<file path="src/sv/ovl_pkg.sv">
package ovl_pkg;

    localparam int DATA_W = 32;
    localparam int HELD_W = 5;

    typedef enum logic [1:0] {
        MODE_APPEND = 2'd0,
        MODE_SEARCH = 2'd1,
        MODE_REMOVE = 2'd2,
        MODE_DUMP   = 2'd3
    } mode_t;

    typedef enum logic [2:0] {
        ST_DONE     = 3'd0,
        ST_FOUND    = 3'd1,
        ST_NOTFOUND = 3'd2,
        ST_EMPTY    = 3'd3,
        ST_FULL     = 3'd4,
        ST_ENTRY    = 3'd5
    } status_t;

endpackage

</file>
<file path="src/sv/ovl_ram.sv">
module ovl_ram
    import ovl_pkg::*;
#(
    parameter int DEPTH  = 16,
    parameter int ADDR_W = 4
)
(
    input  logic              clk,
    input  logic              we,
    input  logic [ADDR_W-1:0] waddr,
    input  logic [DATA_W-1:0] wdata,
    input  logic              re,
    input  logic [ADDR_W-1:0] raddr,
    output logic [DATA_W-1:0] rdata
);

    logic [DATA_W-1:0] mem [DEPTH];

    always_ff @(posedge clk)
    begin
        if (we)
        begin
            mem[waddr] <= wdata;
        end
    end

    always_ff @(posedge clk)
    begin
        if (re)
        begin
            rdata <= mem[raddr];
        end
    end

endmodule

</file>
<file path="src/sv/ordered_value_list.sv">
// Append, and any operation on an empty list, gives its single result in the cycle after the item is taken.
// Search reads one entry a cycle through the memory read port.
// Remove scans from the tail, then moves each later entry down one place.
// Dump gives one result a cycle once the first entry has been read, slowed only by a stalled output.
// A new item is taken only once the previous one is finished and the output register is free.
// Reset clears the entry count, the handshake state and the output registers, not the memory.
module ordered_value_list
    import ovl_pkg::*;
#(
    parameter int CAPACITY = 16
)
(
    input  logic                     clk,
    input  logic                     rst_n,
    input  logic                     in_valid,
    output logic                     in_ready,
    input  logic [1:0]               mode,
    input  logic signed [DATA_W-1:0] value,
    output logic                     out_valid,
    input  logic                     out_ready,
    output logic [2:0]               status,
    output logic signed [DATA_W-1:0] entry_value,
    output logic [HELD_W-1:0]        entries_held,
    output logic                     last
);

    localparam int AW = (CAPACITY > 1) ? $clog2(CAPACITY) : 1;
    localparam int CW = $clog2(CAPACITY + 1);

    typedef enum logic [2:0] {
        S_IDLE,
        S_SEARCH,
        S_SCAN,
        S_SHIFT,
        S_DUMP
    } state_t;

    state_t              state_reg, state_next;
    logic [AW-1:0]       idx_reg, idx_next;
    logic [CW-1:0]       count_reg, count_next;
    logic [DATA_W-1:0]   key_reg, key_next;
    logic                out_valid_reg, out_valid_next;
    status_t             status_reg, status_next;
    logic [DATA_W-1:0]   entry_value_reg, entry_value_next;
    logic [HELD_W-1:0]   held_reg, held_next;
    logic                last_reg, last_next;

    logic                mem_we;
    logic [AW-1:0]       mem_waddr;
    logic [DATA_W-1:0]   mem_wdata;
    logic                mem_re;
    logic [AW-1:0]       mem_raddr;
    logic [DATA_W-1:0]   mem_rdata;

    logic                out_free;
    logic                accept;
    logic                full;
    logic                empty;
    logic [AW-1:0]       tail_idx;
    logic                at_tail;
    logic                match;
    logic [CW-1:0]       count_dec;

    ovl_ram #(
        .DEPTH  (CAPACITY),
        .ADDR_W (AW)
    ) u_ram (
        .clk   (clk),
        .we    (mem_we),
        .waddr (mem_waddr),
        .wdata (mem_wdata),
        .re    (mem_re),
        .raddr (mem_raddr),
        .rdata (mem_rdata)
    );

    assign out_free  = !out_valid_reg || out_ready;
    assign in_ready  = (state_reg == S_IDLE) && out_free;
    assign accept    = in_valid && in_ready;
    assign full      = (count_reg == CW'(CAPACITY));
    assign empty     = (count_reg == '0);
    assign count_dec = count_reg - CW'(1);
    assign tail_idx  = AW'(count_dec);
    assign at_tail   = (idx_reg == tail_idx);
    assign match     = (mem_rdata == key_reg);

    always_comb
    begin
        state_next       = state_reg;
        idx_next         = idx_reg;
        count_next       = count_reg;
        key_next         = key_reg;
        out_valid_next   = out_valid_reg && !out_ready;
        status_next      = status_reg;
        entry_value_next = entry_value_reg;
        held_next        = held_reg;
        last_next        = last_reg;
        mem_we           = 1'b0;
        mem_waddr        = '0;
        mem_wdata        = '0;
        mem_re           = 1'b0;
        mem_raddr        = '0;

        case (state_reg)
            S_IDLE:
            begin
                if (accept)
                begin
                    key_next         = value;
                    entry_value_next = '0;
                    last_next        = 1'b1;
                    held_next        = HELD_W'(count_reg);
                    if (mode_t'(mode) == MODE_APPEND)
                    begin
                        out_valid_next = 1'b1;
                        if (full)
                        begin
                            status_next = ST_FULL;
                        end
                        else
                        begin
                            mem_we      = 1'b1;
                            mem_waddr   = AW'(count_reg);
                            mem_wdata   = value;
                            count_next  = count_reg + CW'(1);
                            held_next   = HELD_W'(count_reg + CW'(1));
                            status_next = ST_DONE;
                        end
                    end
                    else if (empty)
                    begin
                        out_valid_next = 1'b1;
                        status_next    = ST_EMPTY;
                    end
                    else if (mode_t'(mode) == MODE_REMOVE)
                    begin
                        mem_re     = 1'b1;
                        mem_raddr  = tail_idx;
                        idx_next   = tail_idx;
                        state_next = S_SCAN;
                    end
                    else
                    begin
                        mem_re     = 1'b1;
                        mem_raddr  = '0;
                        idx_next   = '0;
                        state_next = (mode_t'(mode) == MODE_SEARCH) ? S_SEARCH : S_DUMP;
                    end
                end
            end

            S_SEARCH:
            begin
                if (match || at_tail)
                begin
                    out_valid_next = 1'b1;
                    status_next    = match ? ST_FOUND : ST_NOTFOUND;
                    state_next     = S_IDLE;
                end
                else
                begin
                    idx_next  = idx_reg + AW'(1);
                    mem_re    = 1'b1;
                    mem_raddr = idx_reg + AW'(1);
                end
            end

            S_SCAN:
            begin
                if (match)
                begin
                    if (at_tail)
                    begin
                        count_next     = count_dec;
                        held_next      = HELD_W'(count_dec);
                        out_valid_next = 1'b1;
                        status_next    = ST_DONE;
                        state_next     = S_IDLE;
                    end
                    else
                    begin
                        idx_next   = idx_reg + AW'(1);
                        mem_re     = 1'b1;
                        mem_raddr  = idx_reg + AW'(1);
                        state_next = S_SHIFT;
                    end
                end
                else if (idx_reg == '0)
                begin
                    out_valid_next = 1'b1;
                    status_next    = ST_NOTFOUND;
                    state_next     = S_IDLE;
                end
                else
                begin
                    idx_next  = idx_reg - AW'(1);
                    mem_re    = 1'b1;
                    mem_raddr = idx_reg - AW'(1);
                end
            end

            S_SHIFT:
            begin
                mem_we    = 1'b1;
                mem_waddr = idx_reg - AW'(1);
                mem_wdata = mem_rdata;
                if (at_tail)
                begin
                    count_next     = count_dec;
                    held_next      = HELD_W'(count_dec);
                    out_valid_next = 1'b1;
                    status_next    = ST_DONE;
                    state_next     = S_IDLE;
                end
                else
                begin
                    idx_next  = idx_reg + AW'(1);
                    mem_re    = 1'b1;
                    mem_raddr = idx_reg + AW'(1);
                end
            end

            S_DUMP:
            begin
                if (out_free)
                begin
                    out_valid_next   = 1'b1;
                    status_next      = ST_ENTRY;
                    entry_value_next = mem_rdata;
                    held_next        = HELD_W'(count_reg);
                    last_next        = at_tail;
                    if (at_tail)
                    begin
                        state_next = S_IDLE;
                    end
                    else
                    begin
                        idx_next  = idx_reg + AW'(1);
                        mem_re    = 1'b1;
                        mem_raddr = idx_reg + AW'(1);
                    end
                end
            end

            default:
            begin
                state_next = S_IDLE;
            end
        endcase
    end

    always_ff @(posedge clk or negedge rst_n)
    begin
        if (!rst_n)
        begin
            state_reg       <= S_IDLE;
            count_reg       <= '0;
            out_valid_reg   <= 1'b0;
            idx_reg         <= '0;
            key_reg         <= '0;
            status_reg      <= ST_DONE;
            entry_value_reg <= '0;
            held_reg        <= '0;
            last_reg        <= 1'b0;
        end
        else
        begin
            state_reg       <= state_next;
            count_reg       <= count_next;
            out_valid_reg   <= out_valid_next;
            idx_reg         <= idx_next;
            key_reg         <= key_next;
            status_reg      <= status_next;
            entry_value_reg <= entry_value_next;
            held_reg        <= held_next;
            last_reg        <= last_next;
        end
    end

    assign out_valid    = out_valid_reg;
    assign status       = status_reg;
    assign entry_value  = entry_value_reg;
    assign entries_held = held_reg;
    assign last         = last_reg;

    assert property (@(posedge clk) disable iff (!rst_n)
        count_reg <= CW'(CAPACITY))
    else $error("entry count exceeds capacity");

    assert property (@(posedge clk) disable iff (!rst_n)
        (accept && mode_t'(mode) == MODE_APPEND && !full)
        |=> (count_reg == $past(count_reg) + CW'(1)))
    else $error("append did not grow the list");

    assert property (@(posedge clk) disable iff (!rst_n)
        (state_reg == S_SHIFT) |-> (idx_reg != '0))
    else $error("shift step at the head position");

    assert property (@(posedge clk) disable iff (!rst_n)
        (out_valid_reg && status_reg == ST_ENTRY && last_reg) |-> (state_reg == S_IDLE))
    else $error("final dumped item shown while the dump is still running");

    assert property (@(posedge clk) disable iff (!rst_n)
        (state_reg != S_IDLE) |-> !empty)
    else $error("list walk on an empty list");

endmodule
</file>
<file path="config.mk">
export PLATFORM = sky130hd
export DESIGN_NAME = ordered_value_list
export DESIGN_NICKNAME = d
export VERILOG_FILES = /design/src/sv/ovl_pkg.sv /design/src/sv/ovl_ram.sv /design/src/sv/ordered_value_list.sv
export SDC_FILE = /design/constraint.sdc
export NUM_CORES = 1
export LEC_CHECK = 0
export ABC_AREA = 0
export BUFFER_PORTS_ARGS = -buffer_cell sky130_fd_sc_hd__buf_2
export CELL_PAD_IN_SITES_DETAIL_PLACEMENT = 0
export CELL_PAD_IN_SITES_GLOBAL_PLACEMENT = 1
export CORE_UTILIZATION = 45
export DETAILED_ROUTE_END_ITERATION = 10
export PLACE_DENSITY = 0.81
export REMOVE_ABC_BUFFERS = 1
export SETUP_SLACK_MARGIN = 0.3
export SYNTH_ARGS = -nofsm -noshare
export SYNTH_HDL_FRONTEND = slang
export SYNTH_SLANG_ARGS = --single-unit
export TNS_END_PERCENT = 100
</file>
<file path="constraint.sdc">
create_clock -name clk -period 3.6 [get_ports clk]
set_clock_uncertainty 0.1 [all_clocks]
set_input_delay 0.9 -clock clk [delete_from_list [all_inputs] [get_ports clk]]
set_output_delay 0.9 -clock clk [all_outputs]
set_load 0.01 [all_outputs]
</file>
==> results of run 1 <==
placed cells by master, fill, tap and decap left out, drive strengths merged, types with 4 or more instances in the layout:
| master | instances |
|---|---|
| a211oi | 7 |
| a21oi | 90 |
| a221oi | 4 |
| a22o | 66 |
| a22oi | 36 |
| a31oi | 5 |
| a32o | 62 |
| a32oi | 4 |
| buf | 336 |
| clkbuf | 103 |
| clkinv | 23 |
| clkinvlp | 4 |
| dfrtp | 86 |
| edfxtp | 544 |
| ha | 10 |
| inv | 17 |
| mux2i | 198 |
| nand2 | 324 |
| nand2b | 8 |
| nand3 | 6 |
| nand4 | 6 |
| nor2 | 48 |
| nor3 | 9 |
| nor4 | 11 |
| o21ai | 37 |
| o221ai | 31 |
| o31ai | 7 |
| or2 | 5 |
| xor2 | 40 |
cell type report:
class / instances / area, um2
clock buffers: 92 / 1880
clock inverters: 33 / 280
fillers: 4375 / 24700
inverters: 14 / 57.6
multi-input cells: 1061 / 7950
flip-flops and latches: 630 / 18500
well taps: 765 / 957
repair buffers: 348 / 3690
repair_timing:
action                     CTS  global route
resized for setup           33           100
pin swaps                   19            58
cloned                       5            13
setup endpoints to repair  111           404
buffers inserted            29            40
stage by stage:
step           hold WS (ns)  total power (W)  cells  worst slack, ns  setup TNS [ns]
4_1_cts               0.242           0.0292   2890            0.245               0
6_report              0.231           0.0309   2943            0.107               0
2_1_floorplan         0.365           0.0153   1705            -7.55        -1408.37
3_5_place_dp          0.366           0.0214   2731           -0.140           -1.38
5_1_grt               0.285           0.0321   2943          -0.0130         -0.0229
3_3_place_gp          0.359           0.0212   2731          -0.0194         -0.0306
cells by family after synthesis:
logic type               share of synthesized area
AND/OR/NAND/NOR                             0.0677
XOR/XNOR                                    0.0153
flip-flops                                   0.697
AO/OA/AOI/OAI                                0.115
adder cells (fa/ha/maj)                    0.00471
buffers and inverters                       0.0253
multiplexers                                0.0759
worst max path at each step:
stage / start / end / cells past startpoint
floorplan: state_reg[2] / u_ram.rdata[30] / 8
global placement: u_ram.rdata[22] / u_ram.rdata[30] / 10
detailed placement: u_ram.rdata[28] / u_ram.rdata[13] / 12
CTS: count_reg[1] / u_ram.rdata[13] / 16
global route: u_ram.rdata[11] / u_ram.rdata[28] / 15
finish: u_ram.rdata[11] / u_ram.rdata[28] / 15
power by group through the flow:
stage | Sequential (W) | Combinational (W) | Clock [W]
after CTS | 0.00954 | 0.0128 | 0.00686
after detailed placement | 0.00967 | 0.0118 | 0
after floorplan | 0.00961 | 0.00568 | 0
final | 0.00956 | 0.0145 | 0.00678
after global routing | 0.00963 | 0.0153 | 0.00715
after global placement | 0.00966 | 0.0115 | 0
worst max-delay path, cell delays in order (launching register included):
cell and delay (ns):
sky130_fd_sc_hd__edfxtp_1 0.51, sky130_fd_sc_hd__xor2_4 0.25, sky130_fd_sc_hd__nor4_4 0.35, sky130_fd_sc_hd__buf_4 0.18, sky130_fd_sc_hd__and4_4 0.23, sky130_fd_sc_hd__buf_6 0.09
sky130_fd_sc_hd__nand4_1 0.11, sky130_fd_sc_hd__buf_4 0.18, sky130_fd_sc_hd__buf_6 0.10, sky130_fd_sc_hd__buf_6 0.11, sky130_fd_sc_hd__o311ai_4 0.13, sky130_fd_sc_hd__buf_12 0.25
sky130_fd_sc_hd__buf_12 0.17, sky130_fd_sc_hd__nand2_1 0.07, sky130_fd_sc_hd__a32o_1 0.28, sky130_fd_sc_hd__o221ai_2 0.18
metal layers:
layer	GRT usage	part of all wire	up-vias
li1	-	-	7617
met1	0.337	0.42	8858
met5	0	0	-
met2	0.387	0.47	847
met3	0.0325	0.075	149
met4	0.0811	0.031	0
==> impl_summary.md, run 1 <==
Status
The flow ran to the end, and the final reports show no timing, DRC or antenna violations.

Power
VDD sags by at most 0.000514 V. The share of total power consumed by net switching is 0.358. The leakage power summed over all cells is 13.1 nW.

Power spread over the standard cell area amounts to about 930 mW/mm2. Of the total power, the clock network draws 0.220. Of the total power, registers draw 0.310. The internal portion of total power is 0.0198 W. The power dissipated by switching net loads is 0.0111 W. The share of total power dissipated in combinational logic is 0.471.

Clock tree
The clock tree synthesis step divided the H-tree into 3 levels. The longest clock path from root to sink contains 3 buffers. The number of CTS-inserted buffers is around 70. TritonCTS built the clock tree.

Counting every sink on the clock net gives 630. The later pin in the worst-skew pair is clocked with a latency of 0.62 ns. The number of hold buffers added after cts is 0. Clock-pin slew was measured on the worst setup and hold paths at 0.07 ns.

The clock root buffer is sky130_fd_sc_hd__clkbuf_16.

Floorplanning
The die is 245 um tall. The total die area is 0.0600 mm2. The initial utilization of the core area, before any placement, comes to 0.457.

After floorplanning, the core was divided into 88 placement rows. During I/O placement, the number of pins put on the boundary was 81. After floorplanning, the core was sized to cover just under 0.06 mm2.

The die span in x is ~240 um.

Layout
Relative to the synthesized area, the layout overhead comes to 25.5%. The final design instance area without fill is ~0.033 mm2. The fraction of layout cells with a size suffix above 1 is 0.281.

Counting flops per register, the top entry is u_ram.mem. The number of flip-flops in the largest register is 512. The core occupancy in the finished layout is 0.574. The count of nets after finishing is 2171.

The number of antenna repair diodes is 0.

STA
The max-slew violation total from the final report is 0. The maximum frequency from static timing analysis is 286 MHz. The slew at the pin closest to its max-slew limit is 0.822 ns. Setup repair after global routing could not meet its margin everywhere.

Of the available clock period, the critical path in the final layout requires 0.970. The number of setup violations in the final report is 0. The number of failing hold endpoints at the final stage is 0. The shortest clock period the worst path allows after layout is 3.49 ns. The remaining max-slew budget at the tightest pin is 0.450.

Worst setup path
The worst setup path is of the reg2reg kind. The nature of the critical path endpoint is a flop. At the worst endpoint, the required time is 3.94 ns. Counting cells, the worst reg-to-reg path comes to 15. The worst register-to-register path has a setup slack of 0.11 ns. The arrival time of data at the critical path endpoint is 3.83 ns.

STA classifies the critical path startpoint as a flop. In this run the critical register-to-register path is launched from u_ram.rdata[11]. In this run the worst path has a maximum fanout of 18. The reg-to-reg endpoint is u_ram.rdata[28].

Job
Max-cap violations in this run came to 0.

Placement
The final weighted congestion in routability-driven placement is 0.909. The estimated wirelength of the detail-placed design is 43.4 mm. The count of buffers added on input and output ports is 80. In this run the cell area measured after placement is 0.0296 mm2.

Route
The iteration-0 DRC count of the detailed router is 1901. The total routed wirelength is ~75 mm. Dividing the detail-routed wire length by the instance count gives 25.4 um. The routed layout has 17.5k vias.

The detailed-route vias per instance is 5.94. The final routed DRC violation total is 0. Once detail routing completed, the nets flagged for antenna violations numbered 0.

The pre-antenna-repair detailed-routing pass consisted of 5 iterations.

Synth
The cell with the most instances after synthesis is sky130_fd_sc_hd__edfxtp_1. The share of async-settable or async-resettable flops after synthesis is 0.137. The share of the synthesized area in the top cell type is 0.615. The mean instance size in the synthesized netlist is ~15 um2.

The commonest cells after synthesis are 544 x sky130_fd_sc_hd__edfxtp_1, 324 x sky130_fd_sc_hd__nand2_1, 198 x sky130_fd_sc_hd__mux2i_1, 90 x sky130_fd_sc_hd__a21oi_1, 86 x sky130_fd_sc_hd__dfrtp_1. The share of the Yosys chip area taken by registers is 0.697. The leading area contributor after synthesis is sky130_fd_sc_hd__edfxtp_1. The number of different library cells used by synthesis comes to slightly below 70.

The dominant register cell in the synthesized netlist is sky130_fd_sc_hd__edfxtp_1. The synthesized design contains 544 enable-type register cells. Summing every instance area after synthesis gives around 0.027 mm2. Yosys attributes the largest share of cell area to sky130_fd_sc_hd__edfxtp_1 62%, sky130_fd_sc_hd__dfrtp_1 8.1%, sky130_fd_sc_hd__mux2i_1 7.5%. The cell count after synthesis came out at 1822.

The number of synthesis warnings is 0. In this run, synthesis produced a sequential element count of 630.

Global routing
For this run, the total global-route usage over all layers was measured as 0.241. The number of antenna violations at the first check in global routing is 0. The global-route wire length before repair is 107 mm. The number of global-route vias before repair is between 15k and 20k.

The total overflow left after global routing is 0. Entering global routing, the biggest net connects 47 pins.

Worst hold path
In this run the worst hold path is classified as in2async.
Power figures use the tool's default switching activity.
==> run 2, diff against run 1 <==
==> constraint.sdc (replaced) <==
create_clock -name clk -period 3.6 [get_ports clk]
set_clock_uncertainty 0.1 [all_clocks]
set_input_delay 0.54 -clock clk [delete_from_list [all_inputs] [get_ports clk]]
set_output_delay 0.54 -clock clk [all_outputs]
set_load 0.01 [all_outputs]
==> impl_summary.md, run 2 (synthesized netlist as in run 1, its figures left out) <==
Status
The flow ran to the end, and the final reports show no timing, DRC or antenna violations.

STA
Setup slack on the critical path of the routed design comes to 0.0985 ns. The maximum frequency from static timing analysis is 286 MHz. Adding up every negative setup slack in the final design gives 0 ns. The number of failing hold endpoints at the final stage is 0.

In the finished design, the share of the clock period the worst path needs comes to 0.973. For the pin with the worst max-slew slack, the measured transition is about 0.9 ns. The max-slew violation total from the final report was 0. The shortest clock period the worst path allows after layout is between 3 and 4 ns. Setup repair after global routing could not meet its margin everywhere.

Setup violations remaining at the end of the flow were counted as 0. Headroom to the max-slew limit came out at 0.408.

Floorplanning
The die covers 0.0600 mm2. In this run the standard cell core region covers slightly below 0.06 mm2. The effective utilization at floorplan is 0.457. The placement row count is roughly 90. Measured along the x axis, the die boundary spans 245 um. The floorplan step set the die height to ~240 um. For this design the top-level I/O count stands at slightly above 80.

Route
In this run the remaining antenna-violating nets after routing total 0. The number of detailed-route iterations in the first pass is 6. The iteration-0 DRC count of the detailed router is approximately 1.6k. After detailed routing, the average wire length per cell comes to 24.6 um. Using the TritonRoute via totals, the vias-per-cell ratio works out to 5.83.

The total routed wirelength is about 70 mm. The final routed DRC violation total is 0. Across all layers, the routed design uses between 15k and 20k vias.

Worst setup path
Among all stages on the critical path, the largest delay is contributed by sky130_fd_sc_hd__dfrtp_1. The largest driver fanout on the critical path is 6. The nature of the critical path endpoint is a flop. Data arrives at the worst endpoint at 3.73 ns. Walking the worst path, the cells encountered are inv_2 > ha_4 > xor2_1 > nand3_2 > nor2_4 > clkinv_4 > ha_4 > o21ai_2 > o21a_1 > o311a_4 > buf_12 > buf_12 > mux2i_2 > mux2i_2 > a22oi_1 > o221ai_1. The critical path is of the reg2reg type. The largest stage delay on the critical path is 0.42 ns. The required arrival time at the worst endpoint is 3.83 ns. The worst reg-to-reg path cell count is 16.

The worst setup path is launched from a flop.

Clock tree
CTS built an H-tree with a depth of 3. For the worst-skew pair, the clock arrives at the later sink with an insertion delay of 0.63 ns. The clock root buffer is sky130_fd_sc_hd__clkbuf_16. The post-CTS clock slew at the launch and capture registers of the worst setup and hold paths is 0.06 ns.

The number of CTS-inserted buffers is between 60 and 70. The number of clock sinks seen by CTS is 630. The TritonCTS clock tree is yes. The longest clock path from root to sink contains 3 buffers.

Placement
Buffers placed on the I/O ports in this run total 80. Before CTS, the worst setup slack after placement is -0.369 ns. The wire-length estimate of the detail-placed layout is 42.9 mm. The final weighted congestion in routability-driven placement is 0.841. The total placed instance area is 0.0294 mm2.

Global routing
Entering global routing, the biggest net connects 54 pins. The global-route wire length before repair is approximately 110 mm. The number of antenna violations at the first check in global routing is 0.

The total global routing overflow is 0. The overall routing resource usage is 0.239. The number of global-route vias before repair was 16.5k.

Layout
Compared with the post-synthesis result, the final layout area differs by 21.1%. Leaving out fill and tap cells, the most frequent cell in the layout is sky130_fd_sc_hd__edfxtp_1. The count of nets after finishing is 2114.

The register with the most flip-flops in the layout has 512 of them. Leaving out fill and tap cells, the most frequent cells in the layout are 544 x sky130_fd_sc_hd__edfxtp_1, 321 x sky130_fd_sc_hd__nand2_1, 194 x sky130_fd_sc_hd__mux2i_1. Of the cells placed in the final design, the portion with a size suffix greater than 1 is 0.230. The number of antenna repair diodes is 0. The final design instance area without fill is between 0.03 and 0.04 mm2. The register containing the most flip-flops in the final layout is u_ram.mem.

Job
The number of violations of the max-capacitance limit is 0.

Worst hold path
In this run the worst hold path is classified as in2reg. The worst hold path passes through 3 cells.

Power
The leakage power summed over all cells is approximately 13 nW. Dividing total power by cell area gives a power density of 897 mW/mm2. The power after layout is 0.0288 W.

Across the VDD grid, the largest voltage drop is 0.000501 V.
==> run 2: changes by cell type in the layout (fill, tap and decap cells not counted), sizes merged <==
cell / change
clkinvlp: -2
clkbuf: -9
inv: -1
buf: -46
bufinv: -1
dlygate4sd3: +1
bufbuf: -1
==> run 2: critical path, delay by kind of cell (launching register included) <==
family / cells / cell delay [ns]
buf+inv: 4 / 0.50
xor+xnor: 1 / 0.16
compound gates: 5 / 0.91
simple gates: 2 / 0.32
fa+ha+maj: 2 / 0.45
mux: 2 / 0.34
flops: 1 / 0.42
==> run 2: metrics by stage <==
| step | util | hold WS [ns] | instances |
|---|---|---|---|
| floorplan | - | 0.144 | 1705 |
| global placement | 0.507 | 0.361 | 2723 |
| detailed placement | 0.507 | 0.369 | 2723 |
| CTS | 0.550 | 0.0136 | 2869 |
| global route | 0.554 | 0.0346 | 2884 |
| finish | 0.554 | 0.0274 | 2884 |
==> run 2: cell type report <==
class	instances	area, um2
inverters	14	57.6
flip-flops and latches	630	18500
fillers	4510	25900
clock buffers	93	1850
multi-input cells	1061	7710
clock inverters	29	280
repair buffers	292	2790
well taps	765	957
==> run 2: worst paths after layout <==
| check | start | endpoint | slack (ns) |
|---|---|---|---|
| setup / recovery | count_reg[0] | u_ram.rdata[27] | 0.1 |
| hold / removal | value[13] | key_reg[13] | 0.03 |
| setup reg to reg | count_reg[0] | u_ram.rdata[27] | 0.1 |
| hold reg to reg | entries_held[1] | entries_held[1] | 0.38 |
| max in group asynchronous | rst_n | entry_value[25] | 2.05 |
| min in group asynchronous | rst_n | count_reg[2] | 0.49 |
==> run 2: per-layer routing <==
metal / share of wire / track usage / wire (um) / vias up
li1: - / - / - / 7486
met1: 0.42 / 0.333 / 29800 / 8518
met2: 0.48 / 0.382 / 34200 / 705
met3: 0.075 / 0.0393 / 5350 / 106
met4: 0.023 / 0.0774 / 1620 / 0
met5: 0 / 0 / 0 / -
==> run 2: repair_timing <==
item | CTS | global route
hold endpoints to repair | 51 | 0
cloned | 1 | 1
gates resized for setup | 22 | 26
hold buffers | 1 | 0
setup buffers | 22 | 14
endpoints found under the setup margin | 148 | 128
pin swaps | 16 | 12
==> run 2: power by group <==
group | leakage [nW] | internal [W] | switching (W)
registers | 6.10 | 0.00897 | 0.000569
logic | 5.43 | 0.00577 | 0.00687
clock network | 1.03 | 0.00379 | 0.00286
total | 12.6 | 0.0185 | 0.0103
